--- config.mk ---
export PLATFORM = sky130hd
export DESIGN_NAME = bwir_fifo
export DESIGN_NICKNAME = d
export VERILOG_FILES = /design/src/design/box_wall_impulse_response_macros.svh /design/src/design/bwir_pkg.sv /design/src/design/bwir_fifo.sv
export SDC_FILE = /design/constraint.sdc
export NUM_CORES = 1
export LEC_CHECK = 0
export ABC_AREA = 1
export BUFFER_PORTS_ARGS = -buffer_cell sky130_fd_sc_hd__buf_2
export CAP_MARGIN = 20
export CELL_PAD_IN_SITES_DETAIL_PLACEMENT = 2
export CELL_PAD_IN_SITES_GLOBAL_PLACEMENT = 2
export CORE_AREA = 2 2 483 485
export CTS_CLUSTER_DIAMETER = 40
export CTS_CLUSTER_SIZE = 28
export DETAILED_ROUTE_END_ITERATION = 10
export DIE_AREA = 0 0 485 487
export HOLD_SLACK_MARGIN = 0.08
export PLACE_DENSITY = 0.51
export SYNTH_ARGS = -nofsm -noshare
export SYNTH_HDL_FRONTEND = slang
export SYNTH_SLANG_ARGS = --single-unit
--- constraint.sdc ---
create_clock -name clk -period 31.9 [get_ports clk]
set_input_delay 6.38 -clock clk [delete_from_list [all_inputs] [get_ports clk]]
set_output_delay 6.38 -clock clk [all_outputs]
set_load 0.03 [all_outputs]
--- src/design/box_wall_impulse_response_macros.svh ---
// Assertion macros for the box wall impulse response block.
// Used by the top level only; needs clk and rst_n in scope.
`ifndef BOX_WALL_IMPULSE_RESPONSE_MACROS_SVH
`define BOX_WALL_IMPULSE_RESPONSE_MACROS_SVH

// same-cycle implication
`define BWIR_ASSERT_IMPL(lbl, ante, cons, msg) \
  lbl: assert property (@(posedge clk) disable iff (!rst_n) (ante) |-> (cons)) \
    else $error(msg);

// next-cycle implication
`define BWIR_ASSERT_NEXT(lbl, ante, cons, msg) \
  lbl: assert property (@(posedge clk) disable iff (!rst_n) (ante) |=> (cons)) \
    else $error(msg);

`endif

--- src/design/bwir_pkg.sv ---
// Shared types, codes and helpers for the box wall impulse response block.
// No dependencies.
package bwir_pkg;

  localparam int FRAC_BITS = 16;
  localparam int FX_ONE    = 1 << FRAC_BITS;
  localparam int DIV_BITS  = 64;

  typedef logic signed [31:0] fx_t;

  localparam logic [2:0] KIND_POSE = 3'd0;
  localparam logic [2:0] KIND_VEL  = 3'd1;
  localparam logic [2:0] KIND_INV0 = 3'd2;
  localparam logic [2:0] KIND_INV1 = 3'd3;
  localparam logic [2:0] KIND_INV2 = 3'd4;
  localparam logic [2:0] KIND_VERT = 3'd5;

  localparam logic [2:0] WALL_NONE = 3'd0;
  localparam logic [2:0] WALL_XMIN = 3'd1;
  localparam logic [2:0] WALL_XMAX = 3'd2;
  localparam logic [2:0] WALL_YMIN = 3'd3;
  localparam logic [2:0] WALL_YMAX = 3'd4;
  localparam logic [2:0] WALL_ZMIN = 3'd5;
  localparam logic [2:0] WALL_ZMAX = 3'd6;

  localparam logic [1:0] ST_NONE    = 2'd0;
  localparam logic [1:0] ST_AWAY    = 2'd1;
  localparam logic [1:0] ST_IMPULSE = 2'd2;

  localparam logic [2:0] CFG_MIN_X = 3'd0;
  localparam logic [2:0] CFG_MAX_X = 3'd1;
  localparam logic [2:0] CFG_MIN_Y = 3'd2;
  localparam logic [2:0] CFG_MAX_Y = 3'd3;
  localparam logic [2:0] CFG_MIN_Z = 3'd4;
  localparam logic [2:0] CFG_MAX_Z = 3'd5;
  localparam logic [2:0] CFG_REST  = 3'd6;

  typedef struct packed {
    logic             found;
    logic [2:0]       wall;
    fx_t  [2:0]       cp;
    fx_t  [2:0]       pos;
    fx_t  [2:0]       vel;
    logic [30:0]      mass;
    fx_t  [8:0]       inv;
  } job_t;

  function automatic fx_t sat32(input logic signed [65:0] x);
    fx_t r;
    if (x > 66'sd2147483647) begin
      r = 32'sh7fffffff;
    end else if (x < -66'sd2147483648) begin
      r = 32'sh80000000;
    end else begin
      r = x[31:0];
    end
    return r;
  endfunction

endpackage

--- src/design/bwir_fifo.sv ---
// Two-entry job queue between front and back ends.
// Uses bwir_pkg for the job type.
module bwir_fifo (
  input  logic           clk,
  input  logic           rst_n,
  input  logic           push,
  output logic           push_ready,
  input  bwir_pkg::job_t push_data,
  output logic           pop_valid,
  input  logic           pop,
  output bwir_pkg::job_t pop_data
);

  bwir_pkg::job_t mem_r [2];
  logic           wr_ptr_r, rd_ptr_r;
  logic [1:0]     count_r;

  assign push_ready = count_r != 2'd2;
  assign pop_valid  = count_r != 2'd0;
  assign pop_data   = mem_r[rd_ptr_r];

  always_ff @(posedge clk) begin
    if (push) begin
      mem_r[wr_ptr_r] <= push_data;
    end
  end

  always_ff @(posedge clk) begin
    if (!rst_n) begin
      wr_ptr_r <= 1'b0;
      rd_ptr_r <= 1'b0;
      count_r  <= 2'd0;
    end else begin
      if (push) begin
        wr_ptr_r <= !wr_ptr_r;
      end
      if (pop) begin
        rd_ptr_r <= !rd_ptr_r;
      end
      count_r <= count_r + 2'(push) - 2'(pop);
    end
  end

endmodule

==> impl_summary.md <==
Worst setup path
The data required time at the worst endpoint is 25.52 ns. The category of the worst setup path capture point is an output pin. For the worst setup path, the data arrival time is 5.56 ns. The type of the worst setup path is flop to output pin.

The minimum setup slack among reg-to-reg paths is 26.59 ns. Along the worst path, the maximum fanout reaches between 100 and 150. The category of the worst setup path launch point is a flop. The worst reg2reg path depth is 6. The worst flop-to-flop path startpoint is wr_ptr_r$_SDFFE_PN0P_. The reg-to-reg endpoint is mem_r[0][58]$_DFFE_PP_.

Global route
The largest net degree at the start of global routing is 142. The wire length of the first global-routing pass is 213100 um. The total routing usage reported by global routing is 0.1276.

The via count of the first global-routing pass is 27200. The total grt overflow is 0. The number of antenna violations at the first check in global routing was 123.

Yosys
The synthesized design contains 1227 register bits. The mean post-synth cell area is between 20 and 25 um^2. The cell area that synthesis handed to floorplanning was 44620 um^2.

After synthesis, the netlist uses 12 different library cells. The sequential element share of the synthesized area is 0.8246. Counting every instance in the synthesized netlist gives 1934. During synthesis, Yosys emitted a total of 0 warnings. The synthesized netlist net count is 2551.

Placement
The weighted congestion at the end of routability-driven global placement is 0.8130. The count of buffers added on input and output ports is 1227. The count of placed standard cells including taps is slightly above 6000.

Once detailed placement completed, the half-perimeter wirelength came to 114200 um. In this run the cell area measured after placement is 54010 um^2.

STA
The relative max-transition margin is 0.2853. Setup repair after global routing left no endpoint under its margin. The final critical-path required period is between 10 and 15 ns. The slew at the pin closest to its max-slew limit is 1.072 ns. Between clock sinks in the finished design, the worst skew comes to 0.09151 ns. Setup violations remaining at the end of the flow were counted as 0. The final number of max-transition violations came to 0. The final-report hold violation count was 0. For this run, the top clock speed supported by timing is 83.77 MHz. Dividing the final minimum period by the clock period gives 0.3742. The accumulated negative setup slack is 0 ns.

Die
The die is 487 um tall. The initial utilization of the core area, before any placement, comes to 0.1928. The die area is 236200 um^2. The die is just under 500 um wide.

In this run the standard cell core region covers 231400 um^2. The standard-cell row count is 177. Pin placement for this block handled 1228 I/O pins.

Flow run
The count of maximum capacitance violations is 0.

Clock tree
The clock tree from TritonCTS is built. In this run, post-CTS hold repair placed 0 buffers. In this run the number of H-tree levels came out at 4. The tree is rooted in a clkbuf_16. The clock passes through at most 3 buffers.

After clock tree synthesis, the clock-pin slew on the worst setup and hold paths is roughly 0.050 ns. Clock tree synthesis inserted a total of 223 buffers. The clock insertion delay at the later pin of the skew report is 0.82 ns. The clock sink total is approximately 1200. Once the clock tree was built, the setup fixing pass inserted 0 buffers. The quantity of gates resized following cts is 0.

Route
After detailed routing, the number of remaining DRC violations is 0. Dividing the detail-routed wire length by the instance count gives between 20 and 25 um. The overall via count from detail_route is 24890. The via count normalized by instance count is ~3.7. After the first detailed-routing iteration, the DRC count stood at between 1000 and 1500. Summed over all layers, the routed wires come to 156200 um. The detail route stage leaves a number of antenna-violating nets equal to 0.

For this run, the detailed router's first-pass iteration total came to 6.

Hold path
The depth of the worst hold-timing path is 2. The path category of the worst min-delay check is flop to flop. In this run the most critical hold path is launched from rd_ptr_r$_SDFFE_PN0P_. For hold timing, the worst endpoint is rd_ptr_r$_SDFFE_PN0P_.

Pwr
The maximum vdd drop is 50.02 uV. Cell internal power was estimated by the tool at 3.606 mW. The share of total power dissipated in sequential elements is 0.391. The switching share of power is 0.2557.

Of the total power, the clock network draws 0.513. The power per standard cell area is slightly below 80 nW/um^2. The reported net switching power is about 1.2 mW.

The leakage power is 22.68 nW. The share of total power dissipated in combinational logic is 0.096.

Finish
The area growth from synthesis to layout is 39.42%. The fraction of final layout cells with drive strength greater than 1 is 0.6378. The count of nets after finishing is 3959. The final instance area is 62220 um^2. The finished layout holds roughly 6600 standard cells, fillers aside.

Run status
The flow ran to the end, and the final reports show no timing, DRC or antenna violations.
==> worst max-delay path, stage by stage, from the launching register on <==
cell     delay [ns]
dfxtp_4        0.91
buf_4          0.78
buf_12         0.63
buf_4          0.69
buf_4          0.75
mux2_2         0.42
buf_2          0.18
==> worst max-delay path by stage <==
stage,end,slack (ns)
after floorplan,mem_r[0][0]$_DFFE_PP_,9.07
after global placement,mem_r[0][5]$_DFFE_PP_,20.12
after detailed placement,mem_r[0][141]$_DFFE_PP_,20.15
after CTS,pop_data[591],19.69
after global routing,pop_data[139],19.47
final,pop_data[28],19.96
==> flip-flops by register name, summed over array words and instances, names as in the netlist, named ones only <==
name      count
rd_ptr_r      1
wr_ptr_r      1
mem_r      1222
count_r       2
==> synthesized netlist by cell type, drive strengths merged <==
cell       n  area, um^2
a21oi      1       5.000
buf       40       437.9
clkbuf    28       385.4
dfxtp      5       100.1
edfxtp  1222       36700
ha         2       25.02
inv        7       26.28
mux2     611        6880
nand2     10       37.54
nand3      1       5.000
nor2       7       26.28
==> through the flow <==
| step | power [mW] | util | hold WS, ns | worst slack [ns] |
|---|---|---|---|---|
| 2_1_floorplan | 2.257 | - | 0.4635 | 9.069 |
| 3_3_place_gp | 2.397 | 0.2334 | 0.4778 | 20.12 |
| 3_5_place_dp | 2.403 | 0.2334 | 0.5099 | 20.15 |
| 4_1_cts | 4.931 | 0.2682 | 0.5227 | 19.69 |
| 5_1_grt | 5.021 | 0.2684 | 0.5601 | 19.47 |
| 6_report | 4.845 | 0.2688 | 0.5100 | 19.96 |
==> routing by layer <==
metal | part of all wire | global-route usage
met4 | 0.029 | 0.04099
met1 | 0.36 | 0.1337
met3 | 0.11 | 0.06700
met5 | 0.0038 | 0
met2 | 0.50 | 0.2191
==> power by group through the flow <==
stage                     logic (mW)  registers [mW]  clock network (mW)
final                          0.465            1.90                2.48
after global routing           0.494            1.90                2.62
after CTS                      0.478            1.90                2.56
after detailed placement       0.475            1.93                   0
after global placement         0.472            1.92                   0
after floorplan                0.293            1.96                   0
==> layout by cell type, fill, tap and decap left out, types with 2 or more instances in the layout <==
| master | netlist | layout |
|---|---|---|
| buf_2 | 2 | 1227 |
| edfxtp_1 | 1222 | 1222 |
| mux2_2 | 611 | 611 |
| clkbuf_16 | 0 | 223 |
| diode_2 | 0 | 57 |
| bufinv_16 | 0 | 35 |
| clkinv_2 | 0 | 34 |
| clkinvlp_4 | 0 | 34 |
| clkinv_4 | 0 | 29 |
| inv_6 | 0 | 21 |
| buf_4 | 0 | 19 |
| clkinv_1 | 0 | 17 |
| clkbuf_1 | 0 | 14 |
| clkinv_16 | 0 | 13 |
| nand2_1 | 10 | 10 |
| inv_1 | 7 | 6 |
| nor2_1 | 7 | 6 |
| inv_8 | 0 | 5 |
| buf_12 | 0 | 5 |
| dfxtp_1 | 5 | 4 |
| ha_1 | 2 | 2 |
==> area by class of cell <==
cell class	instances	area (um^2)
Tap cell	3043	3807
Inverter	7	33.78
Antenna cell	57	142.6
Timing Repair Buffer	1251	6384
Multi-Input combinational cell	632	6987
Fill cell	24180	169200
Clock buffer	237	5633
Sequential cell	1227	36800
Clock inverter	188	2430
==> logic make-up (layout without fill, tap and decap cells) <==
kind of cell             Yosys count  count (layout)  share of synthesized area
flip-flops                      1227            1227                     0.8246
multiplexers                     611             611                     0.1542
buffers and inverters             75            1683                    0.01904
AND/OR/NAND/NOR                   18              18                   0.001542
adder cells (fa/ha/maj)            2               2                  0.0005607
AO/OA/AOI/OAI                      1               1                  0.0001120
other                              0              57                          0
Note: power is estimated with default switching activity, not from simulation.
