===== src/design/box_wall_impulse_response_macros.svh =====
// Assertion macros for the box wall impulse response block.
// Used by the top level only; needs clk and rst_n in scope.
`ifndef BOX_WALL_IMPULSE_RESPONSE_MACROS_SVH
`define BOX_WALL_IMPULSE_RESPONSE_MACROS_SVH

// same-cycle implication
`define BWIR_ASSERT_IMPL(lbl, ante, cons, msg) \
  lbl: assert property (@(posedge clk) disable iff (!rst_n) (ante) |-> (cons)) \
    else $error(msg);

// next-cycle implication
`define BWIR_ASSERT_NEXT(lbl, ante, cons, msg) \
  lbl: assert property (@(posedge clk) disable iff (!rst_n) (ante) |=> (cons)) \
    else $error(msg);

`endif


===== src/design/bwir_pkg.sv =====
// Shared types, codes and helpers for the box wall impulse response block.
// No dependencies.
package bwir_pkg;

  localparam int FRAC_BITS = 16;
  localparam int FX_ONE    = 1 << FRAC_BITS;
  localparam int DIV_BITS  = 64;

  typedef logic signed [31:0] fx_t;

  localparam logic [2:0] KIND_POSE = 3'd0;
  localparam logic [2:0] KIND_VEL  = 3'd1;
  localparam logic [2:0] KIND_INV0 = 3'd2;
  localparam logic [2:0] KIND_INV1 = 3'd3;
  localparam logic [2:0] KIND_INV2 = 3'd4;
  localparam logic [2:0] KIND_VERT = 3'd5;

  localparam logic [2:0] WALL_NONE = 3'd0;
  localparam logic [2:0] WALL_XMIN = 3'd1;
  localparam logic [2:0] WALL_XMAX = 3'd2;
  localparam logic [2:0] WALL_YMIN = 3'd3;
  localparam logic [2:0] WALL_YMAX = 3'd4;
  localparam logic [2:0] WALL_ZMIN = 3'd5;
  localparam logic [2:0] WALL_ZMAX = 3'd6;

  localparam logic [1:0] ST_NONE    = 2'd0;
  localparam logic [1:0] ST_AWAY    = 2'd1;
  localparam logic [1:0] ST_IMPULSE = 2'd2;

  localparam logic [2:0] CFG_MIN_X = 3'd0;
  localparam logic [2:0] CFG_MAX_X = 3'd1;
  localparam logic [2:0] CFG_MIN_Y = 3'd2;
  localparam logic [2:0] CFG_MAX_Y = 3'd3;
  localparam logic [2:0] CFG_MIN_Z = 3'd4;
  localparam logic [2:0] CFG_MAX_Z = 3'd5;
  localparam logic [2:0] CFG_REST  = 3'd6;

  typedef struct packed {
    logic             found;
    logic [2:0]       wall;
    fx_t  [2:0]       cp;
    fx_t  [2:0]       pos;
    fx_t  [2:0]       vel;
    logic [30:0]      mass;
    fx_t  [8:0]       inv;
  } job_t;

  function automatic fx_t sat32(input logic signed [65:0] x);
    fx_t r;
    if (x > 66'sd2147483647) begin
      r = 32'sh7fffffff;
    end else if (x < -66'sd2147483648) begin
      r = 32'sh80000000;
    end else begin
      r = x[31:0];
    end
    return r;
  endfunction

endpackage


===== src/design/bwir_front.sv =====
// Front end: takes body items, holds body data and finds the first wall contact.
// Hands a complete body job to the queue on the final vertex. Uses bwir_pkg.
module bwir_front (
  input  logic                      clk,
  input  logic                      rst_n,
  input  logic                      in_valid,
  output logic                      in_stall,
  input  logic [2:0]                in_kind,
  input  logic signed [31:0]        in_vx,
  input  logic signed [31:0]        in_vy,
  input  logic signed [31:0]        in_vz,
  input  logic [30:0]               in_body_mass,
  input  logic                      in_final_vertex,
  input  bwir_pkg::fx_t [2:0]       box_lo,
  input  bwir_pkg::fx_t [2:0]       box_hi,
  output logic                      job_valid,
  input  logic                      job_ready,
  output bwir_pkg::job_t            job
);

  bwir_pkg::fx_t [2:0] pos_r, vel_r, cp_r, cp_nxt, v;
  bwir_pkg::fx_t [8:0] inv_r;
  logic [30:0]         mass_r;
  logic                found_r, found_nxt, acc;
  logic [2:0]          wall_r, wall_nxt, hit;

  assign in_stall = !job_ready;
  assign acc      = in_valid && job_ready;
  assign v[0] = in_vx;
  assign v[1] = in_vy;
  assign v[2] = in_vz;

  // lower axis wins, min wall before max wall
  always_comb begin
    hit = bwir_pkg::WALL_NONE;
    for (int i = 2; i >= 0; i--) begin
      if (v[i] <= box_lo[i]) begin
        hit = 3'(2 * i + 1);
      end else if (v[i] >= box_hi[i]) begin
        hit = 3'(2 * i + 2);
      end
    end
  end

  always_comb begin
    found_nxt = found_r;
    wall_nxt  = wall_r;
    cp_nxt    = cp_r;
    if (acc && in_kind == bwir_pkg::KIND_POSE) begin
      found_nxt = 1'b0;
      wall_nxt  = bwir_pkg::WALL_NONE;
      cp_nxt    = '0;
    end else if (acc && in_kind == bwir_pkg::KIND_VERT && !found_r &&
                 hit != bwir_pkg::WALL_NONE) begin
      found_nxt = 1'b1;
      wall_nxt  = hit;
      cp_nxt    = v;
    end
  end

  assign job_valid = acc && in_kind == bwir_pkg::KIND_VERT && in_final_vertex;
  assign job = '{found: found_nxt, wall: wall_nxt, cp: cp_nxt, pos: pos_r,
                 vel: vel_r, mass: mass_r, inv: inv_r};

  always_ff @(posedge clk) begin
    if (!rst_n) begin
      found_r <= 1'b0;
      wall_r  <= bwir_pkg::WALL_NONE;
      cp_r    <= '0;
    end else if (job_valid) begin
      found_r <= 1'b0;
      wall_r  <= bwir_pkg::WALL_NONE;
      cp_r    <= '0;
    end else begin
      found_r <= found_nxt;
      wall_r  <= wall_nxt;
      cp_r    <= cp_nxt;
    end
  end

  always_ff @(posedge clk) begin
    if (acc) begin
      case (in_kind)
        bwir_pkg::KIND_POSE: begin
          pos_r  <= v;
          mass_r <= in_body_mass;
        end
        bwir_pkg::KIND_VEL:  vel_r <= v;
        bwir_pkg::KIND_INV0: inv_r[2:0] <= v;
        bwir_pkg::KIND_INV1: inv_r[5:3] <= v;
        bwir_pkg::KIND_INV2: inv_r[8:6] <= v;
        default: ;
      endcase
    end
  end

endmodule


===== config.mk =====
export PLATFORM = sky130hd
export DESIGN_NAME = bwir_front
export DESIGN_NICKNAME = d
export VERILOG_FILES = /design/src/design/box_wall_impulse_response_macros.svh /design/src/design/bwir_pkg.sv /design/src/design/bwir_front.sv
export SDC_FILE = /design/constraint.sdc
export NUM_CORES = 1
export LEC_CHECK = 0
export BUFFER_PORTS_ARGS = -buffer_cell sky130_fd_sc_hd__buf_2
export CORE_AREA = 5 5 360 362
export CTS_BUF_LIST = sky130_fd_sc_hd__clkbuf_8
export CTS_CLUSTER_DIAMETER = 60
export DETAILED_ROUTE_END_ITERATION = 7
export DIE_AREA = 0 0 365 367
export PLACE_DENSITY_LB_ADDON = 0.3
export REMOVE_ABC_BUFFERS = 1
export SYNTH_ARGS = -nofsm -noshare
export SYNTH_HDL_FRONTEND = slang
export SYNTH_SLANG_ARGS = --single-unit

===== constraint.sdc =====
create_clock -name clk -period 12.8 [get_ports clk]
set_input_delay 0.64 -clock clk [delete_from_list [all_inputs] [get_ports clk]]
set_output_delay 0.64 -clock clk [all_outputs]
set_load 0.005 [all_outputs]

==> impl_metrics.yaml <==
run_status:
  status: "finished, final reports clean"
clocking:
  clk_latency_ns: 0.80
  numCtsBuffers: 111
  postCtsSetupBuffers: 0
  cts.repair.resized: 0
  clockBufferDepth: 3
  holdBufCountCts: 33
  clock-sinks: 611
  cts.htree.levels: 3
  clock-root-buffer: "clkbuf_8"
  clk_pin_slew_ns: 0.07
  cts_tree: "done"
synthesis:
  synth_edf_count: 511
  postSynth.asyncResetShare: 0
  syn-cell-area_um2: 26200
  ys_seq_area_frac: 0.661
  yosysTopAreaCell: "edfxtp_1"
  synth_seq_cells: 611
  yosysUniqueCellTypes: 48
  synth_warnings: 0
  synth-main-ff-cell: "edfxtp_1"
  syn-instance-count: 1974
  netlist.area_leader.share: 0.585
  syn_area_per_cell_um2: 13.3
  synth_area_leaders: "edfxtp_1 (58%), ha_1 (9.2%), dfxtp_1 (7.6%), mux2i_1 (7.6%), nand2_1 (4.9%)"
drt:
  ant_nets: 0
  dr.pass1.iters: 5
  routed_via_density: 4.00
  wl_mm: 104
  drc: 0
  vias: 19177
  drt_iter0_markers: 1103
  avgRoutedWirePerCell_um: 21.6
grt:
  antenna_found_initial: 21
  grtUsageTotal: 0.148
  gr-total-overflow: 0
  grt_max_degree: 97
  grt_pass1_wl_mm: 143
  grt_pass1_vias: 19640
critical_path:
  r2r_end: "cp_r[49]"
  cp-start-kind: "input port"
  rrSetupSlack_ns: 9.85
  path_class: "input port to output port"
  worst-path-max-fanout: 46
  rr_worst_depth: 5
  startpoint: "in_vx[13]"
  reg2reg_from: "found_r"
  cp.arrival_ns: 5.42
  worstPathRequired_ns: 12.16
  endpoint_kind: "output port"
sta:
  worst_slew_pin_slew_ns: 1.02
  maxSlewViolCount: 0
  fin_tns_setup_ns: 0
  rsz0062_at_grt: "no"
  fmax_mhz: 165
  finalCriticalPeriod_ns: 6.06
  hold_viol: 0
  slew_headroom: 0.317
  finalSetupViolCount: 0
  fin_skew_ns: 0.0526
  timing.final.ws_setup_ns: 6.74
  period_share: 0.474
min_path:
  hp-class: "input port to flip-flop"
  min_from: "in_vx[8]"
  hold_depth: 1
  min_to: "job[327]"
layout:
  final_cell_mix: "buf_2 (939), edfxtp_1 (511), nand2_1 (346)"
  nets: 3540
  final_common_cell: "buf_2"
  post_route_cells_drive_above_1_share: 0.358
  syn2layout_area_growth_pct: 35.1
placement:
  place_ws_ns: 6.63
  place.gp.congestion: 0.803
  hpwlAfterDp_mm: 77.1
  io_buffers: 939
floorplanning:
  dieWidth_um: 365
  fp.dieArea_um2: 134000
  start_util: 0.208
  rows: 131
  coreArea_um2: 126000
  die_h_um: 367
  io_pins: 940
power:
  p_per_area_nw_per_um2: 126
  vdd_drop_max_v: 0.0000954
  p_leak_nw: 16.1
run:
  maxCapViolations: 0
==> registers in the layout (all words and copies together), names as in the netlist <==
signal   count
mass_r      31
wall_r       3
job        480
found_r      1
cp_r        96
==> synthesized netlist by cell type (2+ instances only) <==
library cell and count:
a211o_1 2, a211oi_1 6, a21boi_0 2, a21o_1 32
a21oi_1 77, a221o_1 5, a221oi_1 2, and3_1 2
and4_1 7, buf_4 10, buf_6 9, buf_8 4
clkbuf_1 35, dfxtp_1 100, edfxtp_1 511, ha_1 192
inv_1 285, mux2i_1 200, nand2_1 346, nand2b_1 4
nand3_1 16, nand4_1 35, nor2_1 12, nor2b_1 5
nor3_1 6, nor3b_1 2, nor4_1 7, o211ai_1 5
o21a_1 3, o21ai_0 29, o31ai_1 3, or3_1 4
==> where the power goes <==
group          internal (W)  switching, W  total [W]
sequential          0.00219    0.00000945    0.00220
clock              0.000989      0.000876    0.00187
combinational      0.000150      0.000248   0.000398
==> cells by family (layout without fill, tap and decap cells) <==
group | Yosys count | in the layout | share of synthesized area
AND/OR/NAND/NOR | 453 | 453 | 0.0742
adder cells (fa/ha/maj) | 192 | 192 | 0.0916
AO/OA/AOI/OAI | 174 | 174 | 0.0415
multiplexers | 201 | 201 | 0.0767
other | 0 | 13 | 0
flip-flops | 611 | 611 | 0.661
buffers and inverters | 343 | 1485 | 0.0548
==> worst max path at each step <==
| stage | endpoint | cells past startpoint |
|---|---|---|
| 2_1_floorplan | job[319] | 1 |
| 3_5_place_dp | job[540] | 13 |
| 4_1_cts | job[540] | 13 |
| 3_3_place_gp | job[592] | 13 |
| 5_1_grt | job[540] | 13 |
| 6_report | job[583] | 13 |
==> per-stage QoR <==
step	std cells	area, um^2	power [W]	utilization	hold slack, ns
floorplan	1916	25900	0.00242	-	0.434
finish	4791	35500	0.00446	0.281	0.165
detailed placement	4537	32900	0.00264	0.260	0.447
global route	4787	35400	0.00469	0.280	0.0593
CTS	4778	35400	0.00455	0.280	0.00343
global placement	4537	32900	0.00264	0.260	0.442
==> cell type report <==
cell class                      count  area (um^2)
Fill cell                       13260        90900
Sequential cell                   611        17300
Multi-Input combinational cell   1020         7510
Timing Repair Buffer              992         5190
Tap cell                         1662         2080
Clock buffer                      116         1600
Inverter                          285         1070
Clock inverter                     92          617
Antenna cell                       13         32.5
==> critical path, stage by stage <==
cell and delay [ns]:
buf_2 0.19, ha_1 0.34, nand4_1 0.15, nor4_1 0.84, a21boi_0 0.27, o31ai_1 0.11
nand3_1 0.12, mux2i_1 0.63, nor2b_1 0.41, a41o_4 0.41, buf_4 0.72, mux2i_1 0.29
buf_2 0.14
==> routing by layer <==
metal  vias up  part of all wire  GRT usage
met4         6             0.022     0.0483
met1      9197              0.40      0.173
met2       752              0.50      0.263
li1       9088                 -          -
met5         -           0.00038          0
met3       134             0.077     0.0411
(Power assumes the default switching activity.)
